**config.mk**
```make
export PLATFORM = sky130hd
export DESIGN_NAME = sbr_ctrl
export DESIGN_NICKNAME = d
export VERILOG_FILES = /design/src/sbr_pkg.sv /design/src/sbr_ctrl.sv
export SDC_FILE = /design/constraint.sdc
export NUM_CORES = 1
export LEC_CHECK = 0
export BUFFER_PORTS_ARGS = -buffer_cell sky130_fd_sc_hd__buf_4
export CORE_AREA = 8 8 45 47
export CTS_BUF_LIST = sky130_fd_sc_hd__clkbuf_4 sky130_fd_sc_hd__clkbuf_8 sky130_fd_sc_hd__clkbuf_16
export DETAILED_ROUTE_END_ITERATION = 6
export DIE_AREA = 0 0 53 55
export HOLD_SLACK_MARGIN = 0.03
export PLACE_DENSITY = 0.57
export REMOVE_ABC_BUFFERS = 1
export SYNTH_ARGS = -nofsm -noshare
export SYNTH_HDL_FRONTEND = slang
export SYNTH_SLANG_ARGS = --single-unit
```
**constraint.sdc**
```tcl
create_clock -name clk -period 1.5 [get_ports clk]
set_input_delay 0.075 -clock clk [delete_from_list [all_inputs] [get_ports clk]]
set_output_delay 0.075 -clock clk [all_outputs]
set_load 0.05 [all_outputs]
```
**src/sbr_pkg.sv**
```systemverilog
// Shared types and constants of the square block rotator.
// Holds field widths, operation and register codes, and the control/status structs.
// Depends on nothing; the controller, datapath, top level and testbench import it.
package sbr_pkg;

	// Field widths of the stream payloads.
	localparam int VAL_W       = 17;
	localparam int COORD_W     = 9;
	localparam int RAD_W       = 7;
	localparam int IN_TDATA_W  = 32;
	localparam int OUT_TDATA_W = 24;

	// Configuration port widths.
	localparam int PADDR_W = 3;
	localparam int PDATA_W = 32;

	// Operation codes carried on the input tuser.
	localparam logic OP_ROTATE = 1'b0;
	localparam logic OP_READ   = 1'b1;

	// Rotation sense.
	localparam logic DIR_CW  = 1'b0;
	localparam logic DIR_CCW = 1'b1;

	// Register index of the matrix size register (word address bits of paddr).
	localparam logic [PADDR_W-3:0] REG_MATRIX_SIZE = '0;

	// Commands from the controller to the datapath.
	typedef struct packed {
		logic in_ready;
		logic load_item;
		logic cnt_clr;
		logic cnt_step;
		logic fill_wr;
		logic copy_rd;
		logic put_rd;
		logic item_rd;
		logic load_result;
	} cmd_t;

	// Status from the datapath to the controller.
	typedef struct packed {
		logic cfg_wr;
		logic is_read;
		logic err;
		logic last;
		logic out_free;
	} sts_t;

endpackage

```
**src/sbr_ctrl.sv**
```systemverilog
// Controller state machine of the square block rotator.
// Sequences the refill sweep, item checks, copy and put passes and result hand-over.
// Depends on sbr_pkg.
module sbr_ctrl (
	input  logic          clk,
	input  logic          arst_n,
	input  logic          s_tvalid,
	input  sbr_pkg::sts_t sts,
	output sbr_pkg::cmd_t cmd
);
	import sbr_pkg::*;

	localparam logic [2:0] ST_IDLE  = 3'd0;
	localparam logic [2:0] ST_FILL  = 3'd1;
	localparam logic [2:0] ST_CHECK = 3'd2;
	localparam logic [2:0] ST_COPY  = 3'd3;
	localparam logic [2:0] ST_GAP   = 3'd4;
	localparam logic [2:0] ST_PUT   = 3'd5;
	localparam logic [2:0] ST_DRAIN = 3'd6;
	localparam logic [2:0] ST_DONE  = 3'd7;

	logic [2:0] state_q;
	logic [2:0] state_nxt;

	// Next state and command decode.
	always_comb begin
		cmd           = '0;
		state_nxt     = state_q;
		cmd.in_ready  = (state_q == ST_IDLE) && !sts.cfg_wr;
		cmd.load_item = cmd.in_ready && s_tvalid;
		case (state_q)
			ST_IDLE: begin
				if (cmd.load_item) begin
					cmd.cnt_clr = 1'b1;
					state_nxt   = ST_CHECK;
				end
			end
			ST_FILL: begin
				cmd.fill_wr  = 1'b1;
				cmd.cnt_step = 1'b1;
				if (sts.last) begin
					state_nxt = ST_IDLE;
				end
			end
			ST_CHECK: begin
				if (sts.err) begin
					state_nxt = ST_DONE;
				end else if (sts.is_read) begin
					cmd.item_rd = 1'b1;
					state_nxt   = ST_DONE;
				end else begin
					state_nxt = ST_COPY;
				end
			end
			ST_COPY: begin
				cmd.copy_rd  = 1'b1;
				cmd.cnt_step = 1'b1;
				if (sts.last) begin
					cmd.cnt_clr = 1'b1;
					state_nxt   = ST_GAP;
				end
			end
			ST_GAP: begin
				// The last scratch write lands here, before the first scratch read.
				state_nxt = ST_PUT;
			end
			ST_PUT: begin
				cmd.put_rd   = 1'b1;
				cmd.cnt_step = 1'b1;
				if (sts.last) begin
					state_nxt = ST_DRAIN;
				end
			end
			ST_DRAIN: begin
				state_nxt = ST_DONE;
			end
			ST_DONE: begin
				if (sts.out_free) begin
					cmd.load_result = 1'b1;
					state_nxt       = ST_IDLE;
				end
			end
			default: begin
				state_nxt = ST_IDLE;
			end
		endcase
		// A size write restarts the refill sweep from the first cell.
		if (sts.cfg_wr) begin
			cmd.cnt_clr = 1'b1;
			state_nxt   = ST_FILL;
		end
	end

	// State register; reset starts with the refill sweep.
	always_ff @(posedge clk or negedge arst_n) begin
		if (!arst_n) begin
			state_q <= ST_FILL;
		end else begin
			state_q <= state_nxt;
		end
	end

	// An accepted word is always checked in the following cycle.
	a_accept_to_check: assert property (@(posedge clk) disable iff (!arst_n)
		cmd.load_item |=> state_q == ST_CHECK)
		else $error("accepted word not followed by check state");

	// A size write always leads into the refill sweep.
	a_cfg_to_fill: assert property (@(posedge clk) disable iff (!arst_n)
		sts.cfg_wr |=> state_q == ST_FILL)
		else $error("size write did not start refill");

	// The put pass is entered only through the gap cycle.
	a_put_after_gap: assert property (@(posedge clk) disable iff (!arst_n)
		(state_q == ST_PUT) |-> ($past(state_q) == ST_GAP || $past(state_q) == ST_PUT))
		else $error("put pass entered without gap cycle");

endmodule

```
# [Word level (Yosys, flattened, before mapping)]
# Cells that the tools add are included.
[word_totals] register_bits=3 inputBits=8 output_inout_bits=9 word_cells=41
[op_classes] eq_ne=12 n_mux=22 n_reduce_logical=6
[ops] op="$mux W3" count=8
[ops] op="$pmux W3 S8" count=1
[ops] op="$ne A3 B3 Y1 const B" count=5
[ops] op="$eq A3 B3 Y1 const B" count=4
[ops] op="$mux W1" count=12
[ops] op="$eq A3 B2 Y1 const B" count=2
[ops] op="$reduce_and A5 Y1" count=1
[ops] op="$eq A3 B1 Y1 const B" count=1
[ops] op="$logic_not A3 Y1" count=1
[ops] op="$reduce_or A3 Y1" count=1
[ops] op="$logic_and A1 B1 Y1" count=2
[ops] op="$pmux W1 S2" count=1
[ops] op="$logic_not A1 Y1" count=1

# [Longest topological paths before layout]
[logic_depth] depth_word=6 ltp_mapped=4 depth_no_buf=3

# [Worst setup path before layout]
# Ideal clock, no wire load.
[synth_timing] kind="register to output" startpoint="reg state_q[1]" endpoint="out cmd[6] (netlist bit)" arrival_ns=2.123 required_time_ns=1.425 setup_slack_ns=-0.698 stages_incl_launch_ff=4 path_buffers=0 path_cell_list="dfrtp_1 > nor4_2 > nand2_1 > o211ai_1"
[synth_lines] element="start, declared" line="sbr_ctrl.sv:22" text="logic [2:0] state_q;"
[synth_lines] element="start signal, assigned" line="sbr_ctrl.sv:99" text="state_q <= state_nxt;"
[synth_lines] element="end, declared" line="sbr_ctrl.sv:9" text="output sbr_pkg::cmd_t cmd"

==> run_results.csv <==
group,metric,value,unit
critical_path,crit_slowest_cell,"sky130_fd_sc_hd__dfrtp_2",
logic_synthesis,post_synth_inst_count,41,
logic_synthesis,synth_largest_area_cell,"sky130_fd_sc_hd__dfrtp_1",
power,ir_drop,677,uV
clocking,insertion_delay,230,ps
logic_synthesis,post_synth_edffs,0,
grt,grt_util_met3,0.0294,
clocking,cts.root.buffer_cell,"sky130_fd_sc_hd__clkbuf_4",
sta,period_needed,1480,ps
placement,preCtsSetupSlack,146,ps
sta,slew_headroom,0.833,
final_layout,area_growth,62.5,%
final_layout,layout_cells_sized_above_1,0.508,
final_layout,nNetsFinal,72,
worst_hold_path,hold_path_depth,3,
clocking,clock_sinks,3,
critical_path,worst_r2r_startpoint,"state_q[0]$_DFFE_PN1P_",
die,num_rows,14,
clocking,cts_max_path_buffers,2,
final_layout,antenna_cells_inserted,0,
sta,setup_slack,21.2,ps
sta,worstMarginPinSlew,249,ps
detailed_routing,total_routed_wirelength,994,microns
detailed_routing,via_per_inst,4.81,
grt,layer_carrying_the_most_global_route_usage,"met2",
clocking,cts_max_level,1,
detailed_routing,num_vias,380,
clocking,cts_made_buffers,3,
grt,initial_antenna_violation_count,0,
final_layout,largest_register,"state_q",
grt,grt_first_pass_wirelength,1.59,mm
sta,hold_violations,0,
critical_path,worstRegToRegCells,4,
sta,setup-violations-final,0,
grt,grt_start_max_net_pins,10,
critical_path,cp_data_required_time,1420,ps
power,report.power.total,705,uW
logic_synthesis,yosys_register_bits,3,
final_layout,largest_register_ffs,3,
final_layout,filler_cell_count,165,
worst_hold_path,timing.hold.worst.class,"in -> reg",
die,area_enclosed_by_the_die_boundary,2920,sq um
die,coreArea,1380,sq um
die,die-width,53,microns
critical_path,critical_path.top_delay_family,"flip-flops",
power,cellPowerDensity,1340,nW/um^2
detailed_routing,routed_wirelength_normalized_by_instance_count,12.6,microns
critical_path,cp-end-kind,"primary output",
grt,vias_in_the_first_global_route,395,
die,top_level_ports,17,
sta,layout_worst_path_cycle_share,0.986,
logic_synthesis,postSynth.asyncResetShare,1.00,
clocking,cts_tree,"done",
placement,global_placement_routability_congestion,0.768,
logic_synthesis,synth-seq-area-share,0.236,
logic_synthesis,synthesis.area_per_instance,7.90,sq um
logic_synthesis,synth_warnings,0,
worst_hold_path,min_from,"sts[4]",
critical_path,worst-r2r-setup-slack,120,ps
critical_path,timing.critical_path.buf_inv,1,
placement,dpl.hpwl,764,microns
die,initial_core_util,0.234,
critical_path,setup.worst_path.class,"reg -> out",
logic_synthesis,yosys.area.top_type_share,0.154,
critical_path,cpPeakStageDelay,460,ps
die,die_h,55,microns
grt,met2_routing_resource_usage_after_global_routing,0.125,
logic_synthesis,post_synthesis_instance_area,324,sq um
detailed_routing,drc,0,
run,maxCapViolCount,0,
critical_path,arrival,1400,ps
detailed_routing,drtIter0Drc,10,
sta,unrepaired_setup_endpoints_after_global_routing,"yes",
detailed_routing,ant_nets,0,
placement,number_of_port_buffers,16,
logic_synthesis,synth_top_cells_by_count,"sky130_fd_sc_hd__nand2_1, sky130_fd_sc_hd__inv_1, sky130_fd_sc_hd__nor2_1",
run_status,run_status,"finished clean",
grt,grt.total_usage,0.0699,
critical_path,worstSetupStartpointType,"flip-flop",
grt,global_route.usage.met1,0.0714,
logic_synthesis,synth_top_cells_by_area,"sky130_fd_sc_hd__dfrtp_1, sky130_fd_sc_hd__dfstp_2, sky130_fd_sc_hd__nand2_1, sky130_fd_sc_hd__inv_1, sky130_fd_sc_hd__nor4_2",
power,leakage,0.000253,uW
critical_path,worst-path-max-fanout,9,
logic_synthesis,netlist-cell-type-count,31,
logic_synthesis,synth_ff_type,"sky130_fd_sc_hd__dfrtp_1",
sta,finalSetupTns,0,ps
sta,max_freq,676,MHz
final_layout,reg.largest.list,"state_q (3)",
detailed_routing,first_pass_iters,4,
critical_path,cell_by_cell_trace_of_the_critical_path,"nor4_4 > nand2_1 > o211ai_1 > buf_4",
critical_path,worst_r2r_endpoint,"state_q[1]$_DFFE_PN0P_",
sta,finalMaxSlewViolations,0,
clocking,clkTransAtPathRegs,40,ps
worst_hold_path,holdPathEnd,"state_q[0]$_DFFE_PN1P_",
sta,fin_skew,1.94,ps
logic_synthesis,post-synth-top-count-cell,"sky130_fd_sc_hd__nand2_1",
grt,overflow,0,
## metrics by stage
step | std cells | utilization | hold WS, ps | cell area (sq um)
after floorplan | 38 | - | -221 | 300
after global placement | 72 | 0.329 | -134 | 455
after detailed placement | 72 | 0.329 | -134 | 455
after CTS | 79 | 0.377 | 160 | 522
after global routing | 79 | 0.381 | 168 | 527
final | 79 | 0.381 | 166 | 527
## repair_timing
| action | 4_1_cts | 5_1_grt |
|---|---|---|
| setup endpoints to repair | 2 | 2 |
| buffers inserted | 2 | 0 |
| hold buffers | 1 | 0 |
| endpoints found under the hold margin | 3 | 0 |
| pin swaps | 1 | 0 |
| resized for setup | 3 | 1 |
## layout by cell type (no fill, tap or decap), types with 2 or more instances in the layout
master / synthesis / layout
sky130_fd_sc_hd__buf_4: 1 / 20
sky130_fd_sc_hd__clkbuf_4: 0 / 4
sky130_fd_sc_hd__dfrtp_2: 0 / 2
sky130_fd_sc_hd__inv_1: 4 / 4
sky130_fd_sc_hd__nand2_1: 5 / 5
sky130_fd_sc_hd__nor2_1: 3 / 3
## worst max path at each step
stage	slack, ps	to	depth (start not counted)	startpoint
after floorplan	-800	cmd[6]	3	state_q[1]$_DFFE_PN0P_
after global placement	190	cmd[6]	4	state_q[1]$_DFFE_PN0P_
after detailed placement	150	cmd[6]	4	state_q[1]$_DFFE_PN0P_
after CTS	10	cmd[6]	4	state_q[2]$_DFFE_PN0P_
after global routing	-60	cmd[6]	4	state_q[2]$_DFFE_PN0P_
final	20	cmd[6]	4	state_q[2]$_DFFE_PN0P_
## power breakdown
part           internal (uW)  switching, uW
Clock                    118           41.6
Sequential               106           46.7
Combinational            156            238
Total                    379            326
## metal layers
layer  part of all wire  wire length (microns)
met4                  0                      0
met5                  0                      0
met1               0.43                    428
met2               0.49                    484
met3              0.081                     81
## cells by family (layout without fill, tap and decap cells)
logic type,Yosys count,count (layout),share of synthesized area
muxes,1,1,0.0309
AOI/OAI and AO/OA,13,13,0.305
buffers and inverters,7,29,0.120
DFF,3,3,0.236
and+or+nand+nor,17,17,0.309
## layout make-up
class	instances	area, sq um	area share
flip-flops and latches	3	78.8	0.150
repair buffers	21	160	0.304
clock buffers	4	30.0	0.0570
inverters	4	15.0	0.0285
well taps	16	20.0	0.0380
multi-input cells	31	223	0.423
## worst min-delay path: stages
cell	delay [ps]
sky130_fd_sc_hd__buf_4	140
sky130_fd_sc_hd__inv_1	100
sky130_fd_sc_hd__o21ai_1	80
Power figures use the tool's default switching activity.
